## src/hw/rtl/coin_change_way_counter_core_assert.svh

```systemverilog
// Assertion macros used by the coin change way counter datapath.
`ifndef COIN_CHANGE_WAY_COUNTER_CORE_ASSERT_SVH
`define COIN_CHANGE_WAY_COUNTER_CORE_ASSERT_SVH
`ifndef SYNTHESIS
`define CCWC_ASSERT(label, prop) \
   label: assert property (@(posedge clock) disable iff (reset) (prop)) \
      else $error("ccwc: assertion failed");
`define CCWC_ASSERT_NEXT(label, ante, cons) \
   label: assert property (@(posedge clock) disable iff (reset) (ante) |=> (cons)) \
      else $error("ccwc: assertion failed");
`else
`define CCWC_ASSERT(label, prop)
`define CCWC_ASSERT_NEXT(label, ante, cons)
`endif
`endif

```

## src/hw/rtl/ccwc_pkg.sv

```systemverilog
// Shared constants, types and microcode encoding for the coin change way counter.
package ccwc_pkg;

   localparam int AMT_W        = 12;
   localparam int COUNT_W      = 64;
   localparam int AMOUNT_DEPTH = 4096;
   localparam int ADDR_W       = $clog2(AMOUNT_DEPTH);
   localparam int J_W          = AMT_W + 1;
   localparam int REG_COUNT    = 8;
   localparam int REG_IDX_W    = 3;
   localparam int COIN_SLOTS   = 8;
   localparam int SLOT_W       = (COIN_SLOTS > 1) ? $clog2(COIN_SLOTS) : 1;
   localparam int PADDR_W      = REG_IDX_W + 2;
   localparam int PDATA_W      = 32;
   localparam int STEP_W       = 4;

   typedef logic [AMT_W-1:0]   amount_type;
   typedef logic [COUNT_W-1:0] count_type;
   typedef amount_type [REG_COUNT-1:0] coin_array_type;
   typedef logic [STEP_W-1:0]  step_type;

   // Datapath operations issued by the control word
   typedef enum logic [3:0] {
      OP_ACCEPT,
      OP_NONE,
      OP_CLEAR,
      OP_COIN,
      OP_READ,
      OP_WRITE,
      OP_NEXT,
      OP_FETCH,
      OP_RESULT
   } op_type;

   // Jump conditions
   typedef enum logic [2:0] {
      COND_NEVER,
      COND_REQ_FIRE,
      COND_OOR,
      COND_J_MORE,
      COND_COIN_SKIP,
      COND_SLOT_LAST,
      COND_OUT_BUSY
   } cond_type;

   localparam step_type STEP_IDLE   = 4'd0;
   localparam step_type STEP_CHECK  = 4'd1;
   localparam step_type STEP_CLEAR  = 4'd2;
   localparam step_type STEP_COIN   = 4'd3;
   localparam step_type STEP_READ   = 4'd4;
   localparam step_type STEP_WRITE  = 4'd5;
   localparam step_type STEP_NEXT   = 4'd6;
   localparam step_type STEP_FETCH  = 4'd7;
   localparam step_type STEP_RESULT = 4'd8;

   typedef struct packed {
      op_type   op;
      cond_type cond;
      step_type jump_step;
      step_type seq_step;
   } ucode_type;

   typedef struct packed {
      logic req_fire;
      logic oor;
      logic j_more;
      logic coin_skip;
      logic slot_last;
      logic out_busy;
   } status_type;

   function automatic amount_type coin_reset(input logic [REG_IDX_W-1:0] idx);
      amount_type val;
      case (idx)
         3'd0:    val = 12'd1;
         3'd1:    val = 12'd2;
         3'd2:    val = 12'd5;
         3'd3:    val = 12'd10;
         3'd4:    val = 12'd20;
         3'd5:    val = 12'd50;
         3'd6:    val = 12'd100;
         default: val = 12'd200;
      endcase
      return val;
   endfunction

endpackage

```

## src/hw/rtl/ccwc_csr.sv

```systemverilog
// APB register file holding the coin denominations.
module ccwc_csr (
   input  logic                              clock,
   input  logic                              reset,
   input  logic                              csr_psel,
   input  logic                              csr_penable,
   input  logic                              csr_pwrite,
   input  logic [ccwc_pkg::PADDR_W-1:0]      csr_paddr,
   input  logic [ccwc_pkg::PDATA_W-1:0]      csr_pwdata,
   output logic [ccwc_pkg::PDATA_W-1:0]      csr_prdata,
   output logic                              csr_pready,
   output ccwc_pkg::coin_array_type          coins
);
   import ccwc_pkg::*;

   coin_array_type coin_ff, coin_in;
   logic [REG_IDX_W-1:0] reg_idx;
   logic wr_en;

   assign reg_idx = csr_paddr[PADDR_W-1:2];
   assign wr_en   = csr_psel && csr_penable && csr_pwrite;

   always_comb begin
      coin_in = coin_ff;
      if (wr_en) begin
         coin_in[reg_idx] = csr_pwdata[AMT_W-1:0];
      end
   end

   always_ff @(posedge clock) begin
      if (reset) begin
         for (int i = 0; i < REG_COUNT; i++) begin
            coin_ff[i] <= coin_reset(REG_IDX_W'(i));
         end
      end else begin
         coin_ff <= coin_in;
      end
   end

   assign csr_prdata = PDATA_W'(coin_ff[reg_idx]);
   assign csr_pready = 1'b1;
   assign coins      = coin_ff;

endmodule

```

## config.mk

```make
export PLATFORM = sky130hd
export DESIGN_NAME = ccwc_csr
export DESIGN_NICKNAME = d
export VERILOG_FILES = /design/src/hw/rtl/coin_change_way_counter_core_assert.svh /design/src/hw/rtl/ccwc_pkg.sv /design/src/hw/rtl/ccwc_csr.sv
export SDC_FILE = /design/constraint.sdc
export NUM_CORES = 1
export LEC_CHECK = 0
export BUFFER_PORTS_ARGS = -buffer_cell sky130_fd_sc_hd__clkbuf_2
export CORE_MARGIN = 1
export CORE_UTILIZATION = 45
export CTS_CLUSTER_SIZE = 10
export DETAILED_ROUTE_END_ITERATION = 16
export PLACE_DENSITY = 0.74
export SETUP_SLACK_MARGIN = 0.5
export SYNTH_ARGS = -nofsm -noshare
export SYNTH_HDL_FRONTEND = slang
export SYNTH_SLANG_ARGS = --single-unit
```

## constraint.sdc

```tcl
create_clock -name clock -period 2.75 [get_ports clock]
set_input_delay 0.55 -clock clock [delete_from_list [all_inputs] [get_ports clock]]
set_output_delay 0.55 -clock clock [all_outputs]
set_load 0.02 [all_outputs]
```

==> flow_summary.html <==
<table>
<tr><th>Metric</th><th>Value</th></tr>
<tr><th colspan="2">Clocking</th></tr>
<tr><td>Clock tree from TritonCTS</td><td>built</td></tr>
<tr><td>Cts-stage hold buffer count</td><td>0</td></tr>
<tr><td>Clock Tree Root</td><td>sky130_fd_sc_hd__clkbuf_8</td></tr>
<tr><td>Total CTS buffers</td><td>9</td></tr>
<tr><td>H-tree levels</td><td>3</td></tr>
<tr><td>Clock-pin transition on the worst setup and hold timing paths</td><td>0.09 ns</td></tr>
<tr><td>Clock Sink Count</td><td>96</td></tr>
<tr><td>Maximum number of buffers from clock root to sink</td><td>2</td></tr>
<tr><td>Clock latency at the later pin of the worst-skew pair</td><td>0.36 ns</td></tr>
<tr><th colspan="2">Floorplan</th></tr>
<tr><td>Initial core utilization</td><td>47.17%</td></tr>
<tr><td>Die span in y</td><td>104.2 um</td></tr>
<tr><td>Horiz. Die Dim</td><td>104.2 um</td></tr>
<tr><td>I/O pin count</td><td>171</td></tr>
<tr><td>Total core area</td><td>9955 um2</td></tr>
<tr><td>Core Rows</td><td>36</td></tr>
<tr><td>Full die area</td><td>10850 um2</td></tr>
<tr><th colspan="2">Worst setup path</th></tr>
<tr><td>Crit end category</td><td>output port</td></tr>
<tr><td>Crit Path Max Fanout</td><td>8</td></tr>
<tr><td>Worst endpoint data arrival time</td><td>1.80 ns</td></tr>
<tr><td>Crit path largest cell delay</td><td>0.52 ns</td></tr>
<tr><td>CP bufs+invs</td><td>3</td></tr>
<tr><td>Worst r2r src</td><td>coins[12]$_SDFFE_PP0P_</td></tr>
<tr><td>Data required time at the worst endpoint</td><td>2.20 ns</td></tr>
<tr><td>Cell with the biggest individual delay on the critical path</td><td>sky130_fd_sc_hd__mux4_2</td></tr>
<tr><td>Critical path start-end classification</td><td>input port to output port</td></tr>
<tr><td>Launch point of the critical path</td><td>csr_paddr[4]</td></tr>
<tr><td>Worst setup SP type</td><td>input port</td></tr>
<tr><td>Gate family responsible for the most delay along the worst path</td><td>multiplexers</td></tr>
<tr><td>Chain of cells forming the critical path</td><td>clkbuf_16 -&gt; buf_16 -&gt; mux4_2 -&gt; mux2_4 -&gt; buf_8</td></tr>
<tr><th colspan="2">Finish</th></tr>
<tr><td>Most frequent cells in the layout</td><td>sky130_fd_sc_hd__clkbuf_2 (114), sky130_fd_sc_hd__dfxtp_1 (96), sky130_fd_sc_hd__mux2i_1 (87)</td></tr>
<tr><td>Final cell utilization of the core</td><td>59.51%</td></tr>
<tr><td>Diode count</td><td>0</td></tr>
<tr><td>Layout cells sized above 1</td><td>36.03%</td></tr>
<tr><td>Number of fill cells</td><td>848</td></tr>
<tr><td>Design area</td><td>5924 um2</td></tr>
<tr><td>Net count reported at finish</td><td>606</td></tr>
<tr><td>Growth of design area from synthesis to finish</td><td>26.17%</td></tr>
<tr><td>Most common cell after layout, fill and taps aside</td><td>sky130_fd_sc_hd__clkbuf_2</td></tr>
<tr><td>Number of flip-flops in the largest register</td><td>96</td></tr>
<tr><th colspan="2">Run</th></tr>
<tr><td>Maximum Capacitance Violations</td><td>0</td></tr>
<tr><th colspan="2">Timing</th></tr>
<tr><td>Final clock period utilization by the worst path</td><td>85.36%</td></tr>
<tr><td>Worst-case clock skew</td><td>0 ns</td></tr>
<tr><td>RSZ-0062 raised after global routing</td><td>yes</td></tr>
<tr><td>Slew Limit Headroom</td><td>64.15%</td></tr>
<tr><td>Min Clock Period, post-route</td><td>2.347 ns</td></tr>
<tr><td>Slew of the pin with the lowest slew margin</td><td>0.5349 ns</td></tr>
<tr><td>Count of endpoints failing hold in the final timing report</td><td>0</td></tr>
<tr><td>Max frequency</td><td>426.0 MHz</td></tr>
<tr><td>Final setup viols</td><td>0</td></tr>
<tr><td>Max-slew violation count</td><td>0</td></tr>
<tr><td>Setup Total Neg Slack</td><td>0 ns</td></tr>
<tr><th colspan="2">Global routing</th></tr>
<tr><td>Highest-utilization routing layer at the global route stage</td><td>met2</td></tr>
<tr><td>Grt met1 use</td><td>31.25%</td></tr>
<tr><td>Total overflow reported by the global router</td><td>0</td></tr>
<tr><td>Maximum number of pins on one net before global-route repair</td><td>61</td></tr>
<tr><td>Vias in the first global route</td><td>3698</td></tr>
<tr><td>Global-route wire length before repair</td><td>20530 um</td></tr>
<tr><td>Routing usage on met3</td><td>5.138%</td></tr>
<tr><td>Met2 Resource Use GR</td><td>42.86%</td></tr>
<tr><td>Global-route usage over all layers</td><td>24.71%</td></tr>
<tr><td>Initial antenna violation count</td><td>0</td></tr>
<tr><th colspan="2">Yosys</th></tr>
<tr><td>Number of distinct library cells after synthesis</td><td>32</td></tr>
<tr><td>Warnings from Yosys</td><td>0</td></tr>
<tr><td>Synth area leader</td><td>sky130_fd_sc_hd__dfxtp_1</td></tr>
<tr><td>Share of Yosys cell area claimed by the top area cell type</td><td>40.93%</td></tr>
<tr><td>Top post-synthesis cells by area</td><td>sky130_fd_sc_hd__dfxtp_1 (41%), sky130_fd_sc_hd__mux2i_1 (19%), sky130_fd_sc_hd__nand2b_1 (11%), sky130_fd_sc_hd__mux4_2 (7.7%), sky130_fd_sc_hd__buf_4 (4.2%)</td></tr>
<tr><td>Mapped cell area</td><td>4696 um2</td></tr>
<tr><td>Seq/Total Area, Yosys</td><td>40.93%</td></tr>
<tr><td>Cells after synthesis</td><td>435</td></tr>
<tr><td>Synthesized area per cell</td><td>10.79 um2</td></tr>
<tr><td>Flops &amp; latches, synth</td><td>96</td></tr>
<tr><th colspan="2">Power and ir drop</th></tr>
<tr><td>Post-route total power</td><td>2699 uW</td></tr>
<tr><td>Maximum ir drop on the vdd rail</td><td>0.0003868 V</td></tr>
<tr><td>Total power per unit cell area</td><td>455.5 nW/um2</td></tr>
<tr><td>Total leakage power</td><td>0.002972 uW</td></tr>
<tr><th colspan="2">Routing</th></tr>
<tr><td>Post-DR vias/cell</td><td>5.266</td></tr>
<tr><td>Post-detailed-route DRC marker count</td><td>0</td></tr>
<tr><td>ANT nets after route</td><td>0</td></tr>
<tr><td>Routed vias</td><td>3697</td></tr>
<tr><td>Initial detailed-routing violation count</td><td>220</td></tr>
<tr><td>Detailed-route wire length per cell</td><td>18.63 um</td></tr>
<tr><td>DRT Pass-1 Iters</td><td>4</td></tr>
<tr><td>Total length of routed wires</td><td>13080 um</td></tr>
<tr><th colspan="2">Placed design</th></tr>
<tr><td>I/O Buffers</td><td>127</td></tr>
<tr><td>Standard cell area after detailed placement</td><td>5394 um2</td></tr>
<tr><td>GP Congestion</td><td>0.7575</td></tr>
<tr><td>Post-DP HPWL</td><td>8620 um</td></tr>
<tr><th colspan="2">Hold path</th></tr>
<tr><td>Path type of the worst min-delay path</td><td>input port to register</td></tr>
<tr><td>Hold path startpoint</td><td>csr_pwdata[9]</td></tr>
<tr><th colspan="2">Status</th></tr>
<tr><td>Status</td><td>complete, no violations</td></tr>
</table>
-- cells in the mapped netlist --
library cell	number
sky130_fd_sc_hd__dfxtp_1	96
sky130_fd_sc_hd__mux2i_1	87
sky130_fd_sc_hd__nand2b_1	82
sky130_fd_sc_hd__nor2_1	27
sky130_fd_sc_hd__buf_4	26
sky130_fd_sc_hd__mux4_2	16
sky130_fd_sc_hd__buf_2	14
sky130_fd_sc_hd__nand3_1	12
sky130_fd_sc_hd__o21ai_0	12
sky130_fd_sc_hd__a21oi_1	11
sky130_fd_sc_hd__clkbuf_1	11
sky130_fd_sc_hd__mux2_2	10
sky130_fd_sc_hd__mux4_1	6
sky130_fd_sc_hd__nand2_1	4
sky130_fd_sc_hd__buf_6	2
sky130_fd_sc_hd__conb_1	2
sky130_fd_sc_hd__nor3b_1	2
sky130_fd_sc_hd__a31oi_1	1
sky130_fd_sc_hd__and2_1	1
sky130_fd_sc_hd__and2b_1	1
sky130_fd_sc_hd__and3_1	1
sky130_fd_sc_hd__and4_1	1
sky130_fd_sc_hd__and4b_1	1
sky130_fd_sc_hd__buf_1	1
sky130_fd_sc_hd__inv_1	1
sky130_fd_sc_hd__mux2_4	1
sky130_fd_sc_hd__nand2_2	1
sky130_fd_sc_hd__nand3_2	1
sky130_fd_sc_hd__nand4b_1	1
sky130_fd_sc_hd__nor2b_1	1
sky130_fd_sc_hd__o211ai_1	1
sky130_fd_sc_hd__o32a_1	1
-- metrics by stage --
stage                     instances  hold WS, ns  setup WS, ns
after global routing            702       0.4404        0.3801
after CTS                       702       0.4325        0.3797
after detailed placement        676       0.4823        0.2687
after floorplan                 454       0.5530        0.6526
final                           702       0.4496        0.4025
after global placement          676       0.4736        0.2995
-- path summary, 6_finish.rpt --
kind                            end  slack [ns]  cells past startpoint
min          coins[21]$_SDFFE_PP0P_        0.45                      3
min reg2reg  coins[46]$_SDFFE_PP0P_        0.49                      2
max                   csr_prdata[3]        0.40                      5
max reg2reg  coins[12]$_SDFFE_PP0P_        1.98                      2
-- worst reg2reg max path, cell delays in order (launching register included) --
cell and delay (ns):
sky130_fd_sc_hd__dfxtp_1 0.43, sky130_fd_sc_hd__o21ai_0 0.11, sky130_fd_sc_hd__a21oi_1 0.16
-- per-layer routing --
metal	up-vias	wire, um
li1	1734	-
met1	1796	5580
met2	149	6564
met3	18	744
met4	0	187
met5	-	0
-- cells by family (layout without fill, tap and decap cells) --
group                  count (synthesis)  count (layout)  synth area share [%]
other                                  2              21                0.1599
buffers and inverters                 55             170                 7.168
AO/OA/AOI/OAI                         26              26                 2.958
AND/OR/NAND/NOR                      136             136                 16.49
multiplexers                         120             120                 32.29
flip-flops                            96              96                 40.93
-- report_power, final --
part	internal (uW)	switching (uW)
registers	1400	8.84
clock network	467	487
logic	154	182
total	2020	678
-- area by class of cell --
cell class              instances  area, um2  share of cell area, %
flip-flops and latches         96       1922                  32.44
inverters                       1      3.754                0.06336
repair buffers                153       1094                  18.46
clock inverters                 5      55.05                 0.9293
well taps                     133      166.4                  2.809
multi-input cells             303       2532                  42.75
clock buffers                  11      151.4                  2.555
-- what timing repair did --
action	in CTS	in global routing
resized for setup	34	28
setup buffers	7	0
endpoints found under the setup margin	11	14
cloned	3	0
(Power assumes the default switching activity.)
