--- config.mk ---
export PLATFORM = sky130hd
export DESIGN_NAME = ccwc_seq
export DESIGN_NICKNAME = d
export VERILOG_FILES = /design/src/hw/rtl/coin_change_way_counter_core_assert.svh /design/src/hw/rtl/ccwc_pkg.sv /design/src/hw/rtl/ccwc_seq.sv
export SDC_FILE = /design/constraint.sdc
export NUM_CORES = 1
export LEC_CHECK = 0
export BUFFER_PORTS_ARGS = -buffer_cell sky130_fd_sc_hd__buf_2
export CORE_MARGIN = 8
export CORE_UTILIZATION = 47
export CTS_CLUSTER_DIAMETER = 100
export CTS_CLUSTER_SIZE = 8
export DETAILED_ROUTE_END_ITERATION = 8
export MAX_ROUTING_LAYER = met4
export PLACE_DENSITY = 0.85
export SKIP_LAST_GASP = 1
export SLEW_MARGIN = 0
export SYNTH_ARGS = -nofsm -noshare
export SYNTH_HDL_FRONTEND = slang
export SYNTH_SLANG_ARGS = --single-unit
--- constraint.sdc ---
create_clock -name clock -period 3.9 [get_ports clock]
set_clock_uncertainty 0.15 [all_clocks]
set_input_delay 0.585 -clock clock [delete_from_list [all_inputs] [get_ports clock]]
set_output_delay 0.585 -clock clock [all_outputs]
set_load 0.005 [all_outputs]
--- src/hw/rtl/coin_change_way_counter_core_assert.svh ---
// Assertion macros used by the coin change way counter datapath.
`ifndef COIN_CHANGE_WAY_COUNTER_CORE_ASSERT_SVH
`define COIN_CHANGE_WAY_COUNTER_CORE_ASSERT_SVH
`ifndef SYNTHESIS
`define CCWC_ASSERT(label, prop) \
   label: assert property (@(posedge clock) disable iff (reset) (prop)) \
      else $error("ccwc: assertion failed");
`define CCWC_ASSERT_NEXT(label, ante, cons) \
   label: assert property (@(posedge clock) disable iff (reset) (ante) |=> (cons)) \
      else $error("ccwc: assertion failed");
`else
`define CCWC_ASSERT(label, prop)
`define CCWC_ASSERT_NEXT(label, ante, cons)
`endif
`endif

--- src/hw/rtl/ccwc_pkg.sv ---
// Shared constants, types and microcode encoding for the coin change way counter.
package ccwc_pkg;

   localparam int AMT_W        = 12;
   localparam int COUNT_W      = 64;
   localparam int AMOUNT_DEPTH = 4096;
   localparam int ADDR_W       = $clog2(AMOUNT_DEPTH);
   localparam int J_W          = AMT_W + 1;
   localparam int REG_COUNT    = 8;
   localparam int REG_IDX_W    = 3;
   localparam int COIN_SLOTS   = 8;
   localparam int SLOT_W       = (COIN_SLOTS > 1) ? $clog2(COIN_SLOTS) : 1;
   localparam int PADDR_W      = REG_IDX_W + 2;
   localparam int PDATA_W      = 32;
   localparam int STEP_W       = 4;

   typedef logic [AMT_W-1:0]   amount_type;
   typedef logic [COUNT_W-1:0] count_type;
   typedef amount_type [REG_COUNT-1:0] coin_array_type;
   typedef logic [STEP_W-1:0]  step_type;

   // Datapath operations issued by the control word
   typedef enum logic [3:0] {
      OP_ACCEPT,
      OP_NONE,
      OP_CLEAR,
      OP_COIN,
      OP_READ,
      OP_WRITE,
      OP_NEXT,
      OP_FETCH,
      OP_RESULT
   } op_type;

   // Jump conditions
   typedef enum logic [2:0] {
      COND_NEVER,
      COND_REQ_FIRE,
      COND_OOR,
      COND_J_MORE,
      COND_COIN_SKIP,
      COND_SLOT_LAST,
      COND_OUT_BUSY
   } cond_type;

   localparam step_type STEP_IDLE   = 4'd0;
   localparam step_type STEP_CHECK  = 4'd1;
   localparam step_type STEP_CLEAR  = 4'd2;
   localparam step_type STEP_COIN   = 4'd3;
   localparam step_type STEP_READ   = 4'd4;
   localparam step_type STEP_WRITE  = 4'd5;
   localparam step_type STEP_NEXT   = 4'd6;
   localparam step_type STEP_FETCH  = 4'd7;
   localparam step_type STEP_RESULT = 4'd8;

   typedef struct packed {
      op_type   op;
      cond_type cond;
      step_type jump_step;
      step_type seq_step;
   } ucode_type;

   typedef struct packed {
      logic req_fire;
      logic oor;
      logic j_more;
      logic coin_skip;
      logic slot_last;
      logic out_busy;
   } status_type;

   function automatic amount_type coin_reset(input logic [REG_IDX_W-1:0] idx);
      amount_type val;
      case (idx)
         3'd0:    val = 12'd1;
         3'd1:    val = 12'd2;
         3'd2:    val = 12'd5;
         3'd3:    val = 12'd10;
         3'd4:    val = 12'd20;
         3'd5:    val = 12'd50;
         3'd6:    val = 12'd100;
         default: val = 12'd200;
      endcase
      return val;
   endfunction

endpackage

--- src/hw/rtl/ccwc_seq.sv ---
// Microcode sequencer: step counter, control store and conditional jumps.
module ccwc_seq (
   input  logic                   clock,
   input  logic                   reset,
   input  ccwc_pkg::status_type   status,
   output ccwc_pkg::ucode_type    ctrl
);
   import ccwc_pkg::*;

   step_type pc_ff, pc_in;
   logic     take_jump;

   // Control store
   always_comb begin
      unique case (pc_ff)
         STEP_IDLE:   ctrl = '{OP_ACCEPT, COND_REQ_FIRE,  STEP_CHECK,  STEP_IDLE};
         STEP_CHECK:  ctrl = '{OP_NONE,   COND_OOR,       STEP_RESULT, STEP_CLEAR};
         STEP_CLEAR:  ctrl = '{OP_CLEAR,  COND_J_MORE,    STEP_CLEAR,  STEP_COIN};
         STEP_COIN:   ctrl = '{OP_COIN,   COND_COIN_SKIP, STEP_NEXT,   STEP_READ};
         STEP_READ:   ctrl = '{OP_READ,   COND_NEVER,     STEP_READ,   STEP_WRITE};
         STEP_WRITE:  ctrl = '{OP_WRITE,  COND_J_MORE,    STEP_READ,   STEP_NEXT};
         STEP_NEXT:   ctrl = '{OP_NEXT,   COND_SLOT_LAST, STEP_FETCH,  STEP_COIN};
         STEP_FETCH:  ctrl = '{OP_FETCH,  COND_NEVER,     STEP_FETCH,  STEP_RESULT};
         STEP_RESULT: ctrl = '{OP_RESULT, COND_OUT_BUSY,  STEP_RESULT, STEP_IDLE};
         default:     ctrl = '{OP_NONE,   COND_NEVER,     STEP_IDLE,   STEP_IDLE};
      endcase
   end

   always_comb begin
      unique case (ctrl.cond)
         COND_REQ_FIRE:  take_jump = status.req_fire;
         COND_OOR:       take_jump = status.oor;
         COND_J_MORE:    take_jump = status.j_more;
         COND_COIN_SKIP: take_jump = status.coin_skip;
         COND_SLOT_LAST: take_jump = status.slot_last;
         COND_OUT_BUSY:  take_jump = status.out_busy;
         default:        take_jump = 1'b0;
      endcase
   end

   assign pc_in = take_jump ? ctrl.jump_step : ctrl.seq_step;

   always_ff @(posedge clock) begin
      if (reset) begin
         pc_ff <= STEP_IDLE;
      end else begin
         pc_ff <= pc_in;
      end
   end

endmodule

==> results.sh, run 1 <==
export IMPL_status="finished clean"
export IMPL_grt_use_met1=0.08438
export IMPL_diodes=0
export IMPL_cts_hold_fix_buffers=0
export IMPL_period_share=0.7935
export IMPL_ys_flop_type="dfxtp_1"
export IMPL_routedWlPerCell_um=13.88
export IMPL_dieHeight_um=54.02
export IMPL_dpl_cell_area_sq_um=782.0
export IMPL_relSlewSlack=0.5800
export IMPL_portBuffers=22
export IMPL_critPathLaunchType="register"
export IMPL_grt_met2_usage=0.2104
export IMPL_synth_top_area_share=0.4125
export IMPL_synth_top_area_cell="dfxtp_1"
export IMPL_grt_use_total=0.1076
export IMPL_busiest_layer="met2"
export IMPL_grt_pass1_wl_um=2187
export IMPL_row_count=13
export IMPL_synth_cells=65
export IMPL_cts_num_sinks=14
export IMPL_final_nets=102
export IMPL_grt_ovfl_total=0
export IMPL_reg2reg_depth=8
export IMPL_antenna_found_initial=0
export IMPL_hold_end="ctrl[13]"
export IMPL_endpoint_kind="register"
export IMPL_synth_warnings=0
export IMPL_seq_area_frac_synth=0.4125
export IMPL_critPathRequiredTime_ns=3.92
export IMPL_regToRegStartpoint="ctrl[9]"
export IMPL_root_buffer="clkbuf_4"
export IMPL_grt_max_degree=13
export IMPL_grt_met3_usage=0.01653
export IMPL_drc=0
export IMPL_p_per_area_nw_per_um2=634.8
export IMPL_syn_to_final_growth_pct=20.44
export IMPL_p_leak_nw=0.4143
export IMPL_drive_above_1_share=0.3409
export IMPL_nFillCells=119
export IMPL_hold_depth=2
export IMPL_setup_violations_final=0
export IMPL_async_flop_share=0
export IMPL_arrival_ns=3.12
export IMPL_post_cts_buffers=0
export IMPL_crit_fanout=7
export IMPL_regToRegSetupSlack_ns=0.81
export IMPL_slew_violations=0
export IMPL_io_pins=23
export IMPL_design_power_total_w=0.0005195
export IMPL_worstHoldStart="ctrl[7]"
export IMPL_ys_types=26
export IMPL_die_area_sq_um=2918
export IMPL_fin_area_sq_um=818.3
export IMPL_synth_area_leaders="dfxtp_1 41%, ha_1 9.2%, mux2i_1 5.9%"
export IMPL_worstMarginPinSlew_ns=0.6177
export IMPL_ys_ff_latch=14
export IMPL_syn_nets=78
export IMPL_rsz0062_at_grt="false"
export IMPL_numCtsBuffers=3
export IMPL_core_sq_um=1334
export IMPL_finalHoldViolCount=0
export IMPL_start_util=0.5094
export IMPL_cts_tree="done"
export IMPL_stdcell_count=103
export IMPL_period_needed_ns=3.095
export IMPL_postCtsResizedCells=0
export IMPL_path_clk_slew_ns=0.08
export IMPL_clockBufferDepth=2
export IMPL_gp_congestion=0.8277
export IMPL_dpl_cell_count=99
export IMPL_cap_violations=0
export IMPL_place_hpwl_um=1185
export IMPL_grt_pass1_vias=537
export IMPL_reg2reg_to="ctrl[9]"
export IMPL_antenna_left=0
export IMPL_drt_total_wl_um=1430
export IMPL_fin_setup_tns_ns=0
export IMPL_detail_route_iter0_violations=10
export IMPL_synth_edf_count=0
export IMPL_ir_worst_vdd_mv=0.3052
export IMPL_largest_register_ff_count=14
export IMPL_die_w_um=54.02
export IMPL_holdCritPathClass="register to register"
export IMPL_avgSynthCellArea_sq_um=10.45
export IMPL_h_tree_depth=1
export IMPL_netlist_area_sq_um=679.4
export IMPL_clock_fmax_mhz=323.1
export IMPL_dr_pass1_iters=4
export IMPL_clk_latency_ns=0.28
export IMPL_netlist_top_cells_count="14 x dfxtp_1, 9 x nor2_1, 5 x ha_1"
export IMPL_vias=531
export IMPL_vias_per_cell=5.155
export IMPL_synth_most_common_cell="dfxtp_1"
export IMPL_path_class="register to register"
[cell usage in the layout (no fill, tap or decap), drive strengths merged, types with 3 or more instances in the layout]
master,n
dfxtp,14
nor2b,3
buf,22
nand2b,4
clkbuf,4
nor2,9
ha,5
mux2,3
mux2i,5
[cells by family after synthesis]
group / synth area share
AOI/OAI and AO/OA: 0.08103
adders and majority gates: 0.09208
buffers and inverters: 0.04972
DFF: 0.4125
muxes: 0.1676
and+or+nand+nor: 0.1971
[area by class of cell]
cell class,count,area (sq um),area share
repair buffers,22,110.1,0.1346
well taps,15,18.77,0.02294
flip-flops and latches,14,280.3,0.3425
inverters,2,7.507,0.009174
clock buffers,4,36.28,0.04434
multi-input cells,46,365.4,0.4465
[metrics by stage]
| stage | hold slack, ns | util | setup WS (ns) |
|---|---|---|---|
| floorplan | 0.4387 | - | 0.9674 |
| global placement | 0.4706 | 0.5863 | 0.6984 |
| detailed placement | 0.4748 | 0.5863 | 0.5650 |
| CTS | 0.4960 | 0.6135 | 0.7959 |
| global route | 0.5341 | 0.6135 | 0.7046 |
| finish | 0.5070 | 0.6135 | 0.8052 |
[report_power, final]
part	leakage [nW]	switching (W)	internal, W	total [W]
sequential	0.115	0.0000212	0.000185	0.000206
clock	0.0210	0.0000475	0.0000569	0.000104
combinational	0.279	0.000105	0.000104	0.000209
[worst max path at each step]
stage / start / endpoint / slack, ns / cells after the start
2_1_floorplan: status[3] / ctrl[9] / 0.97 / 9
3_3_place_gp: status[3] / ctrl[9] / 0.70 / 9
3_5_place_dp: status[3] / ctrl[9] / 0.57 / 9
4_1_cts: ctrl[9] / ctrl[9] / 0.80 / 8
5_1_grt: ctrl[9] / ctrl[9] / 0.70 / 8
6_report: ctrl[9] / ctrl[9] / 0.81 / 8
[metal layers]
metal | part of all wire | wire (um)
met1 | 0.36 | 508
met2 | 0.57 | 809
met3 | 0.057 | 82
met4 | 0.020 | 29
met5 | 0 | 0
[worst max-delay path, cell delays in order (launching register included)]
cell,delay (ns)
dfxtp_1,0.41
mux2_1,0.35
mux4_2,0.59
mux2i_1,0.16
nor2_1,0.37
inv_1,0.15
ha_1,0.32
nor2b_1,0.15
a221o_1,0.32
Power figures use the tool's default switching activity.
==> run 2: changes to the inputs <==
==> constraint.sdc (replaced) <==
create_clock -name clock -period 3.1 [get_ports clock]
set_clock_uncertainty 0.15 [all_clocks]
set_input_delay 0.465 -clock clock [delete_from_list [all_inputs] [get_ports clock]]
set_output_delay 0.465 -clock clock [all_outputs]
set_load 0.005 [all_outputs]
==> run 2 against run 1 <==
Final area is 1.8% higher. Routed wire length is 2.9% higher. Count of clock-buffer cells in the layout stayed put. Sequential cell count stayed put. Global-route usage is 1.2 points higher. First-iteration DRC count is 90% lower. Critical endpoint unchanged. Critical path type unchanged.
==> results.sh, run 2 (synthesis results as in run 1) <==
export IMPL_critPathRequiredTime_ns=3.14
export IMPL_largest_register_ff_count=14
export IMPL_cts_hold_fix_buffers=0
export IMPL_path_class="register to register"
export IMPL_start_util=0.5094
export IMPL_finalHoldViolCount=0
export IMPL_cap_violations=0
export IMPL_routedWlPerCell_um=14.02
export IMPL_grt_pass1_wl_um=2401
export IMPL_slew_violations=0
export IMPL_drc=0
export IMPL_diodes=0
export IMPL_clk_latency_ns=0.29
export IMPL_core_sq_um=1334
export IMPL_reg2reg_depth=6
export IMPL_crit_fanout=7
export IMPL_cts_tree="done"
export IMPL_clock_fmax_mhz=359.6
export IMPL_dr_pass1_iters=3
export IMPL_holdCritPathClass="register to register"
export IMPL_clockBufferDepth=2
export IMPL_critPathLaunchType="register"
export IMPL_dieHeight_um=54.02
export IMPL_drive_above_1_share=0.3556
export IMPL_cp_endpoint="ctrl[9]"
export IMPL_vias_per_cell=5.210
export IMPL_p_per_area_nw_per_um2=800.3
export IMPL_gp_congestion=0.8883
export IMPL_relSlewSlack=0.6669
export IMPL_grt_use_total=0.1199
export IMPL_grt_max_degree=13
export IMPL_die_w_um=54.02
export IMPL_setup_violations_final=0
export IMPL_crit_start="ctrl[9]"
export IMPL_portBuffers=22
export IMPL_vias=547
export IMPL_regToRegSetupSlack_ns=0.32
export IMPL_nFillCells=102
export IMPL_detail_route_iter0_violations=1
export IMPL_layout_commonest_cell="buf_2"
export IMPL_status="finished clean"
export IMPL_period_share=0.8971
export IMPL_period_needed_ns=2.781
export IMPL_io_pins=23
export IMPL_grt_pass1_vias=552
export IMPL_drt_total_wl_um=1472
export IMPL_endpoint_kind="register"
export IMPL_row_count=13
export IMPL_arrival_ns=2.82
export IMPL_most_common_layout_cells="22 x buf_2, 14 x dfxtp_1, 9 x nor2_1"
export IMPL_ir_worst_vdd_mv=0.4742
export IMPL_path_clk_slew_ns=0.09
export IMPL_final_nets=104
export IMPL_die_area_sq_um=2918
export IMPL_h_tree_depth=1
export IMPL_regToRegStartpoint="ctrl[9]"
export IMPL_post_cts_buffers=0
export IMPL_reg2reg_to="ctrl[9]"
export IMPL_cts_num_sinks=14
export IMPL_numCtsBuffers=3
export IMPL_rsz0062_at_grt="false"
export IMPL_syn_to_final_growth_pct=22.65
export IMPL_root_buffer="clkbuf_4"
export IMPL_antenna_found_initial=0
export IMPL_p_leak_nw=0.4249
export IMPL_postCtsResizedCells=0
export IMPL_antenna_left=0
export IMPL_worstMarginPinSlew_ns=0.4857
export IMPL_fin_setup_tns_ns=0
export IMPL_place_hpwl_um=1178
export IMPL_grt_ovfl_total=0
export IMPL_final_util=0.6248
==> run 2: per-stage QoR <==
step                      power [W]  cells  hold slack, ns  setup WS [ns]  cell area [sq um]
after global placement    0.0005287    101          0.4792         0.3203              797.0
after floorplan           0.0004560     65          0.4387         0.2874              679.4
after global routing      0.0007154    105          0.5481         0.2162              833.3
final                     0.0006669    105          0.5111         0.3189              833.3
after detailed placement  0.0005400    101          0.4872         0.2301              797.0
after CTS                 0.0006755    105          0.5015         0.3543              833.3
==> run 2: cell type report <==
class	instances	area [sq um]	area share
sequential	14	280.3	0.3363
tap	15	18.77	0.02252
clock buffer	4	36.28	0.04354
inverter	2	7.507	0.009009
multi-input combinational	46	365.4	0.4384
timing repair buffer	24	125.1	0.1502
==> run 2: power breakdown <==
group          switching (W)  internal (W)
clock              0.0000618     0.0000716
combinational       0.000133      0.000140
sequential         0.0000270      0.000233
==> run 2: how the worst min path moves through the flow <==
| stage | from | end | slack (ns) | cells past startpoint |
|---|---|---|---|---|
| after global placement | ctrl[7] | ctrl[13] | 0.48 | 2 |
| after global routing | ctrl[7] | ctrl[13] | 0.55 | 2 |
| after detailed placement | ctrl[7] | ctrl[13] | 0.49 | 2 |
| after floorplan | ctrl[7] | ctrl[13] | 0.44 | 2 |
| final | ctrl[3] | ctrl[13] | 0.51 | 2 |
| after CTS | ctrl[7] | ctrl[13] | 0.50 | 2 |
==> run 2: layer usage <==
metal  vias up  wire length (um)  GRT usage
met5         -                 0          -
met4         0                51    0.09836
met3         5                78    0.04132
met2        10               770     0.2008
met1       261               572     0.1073
li1        271                 -          -
==> run 2: worst max-delay path, cell delays in order (launching register included) <==
cell and delay [ns]:
dfxtp_1 0.40, mux2_1 0.33, mux4_2 0.59, mux2i_1 0.43, ha_1 0.33, nor2b_1 0.15, a221o_1 0.29
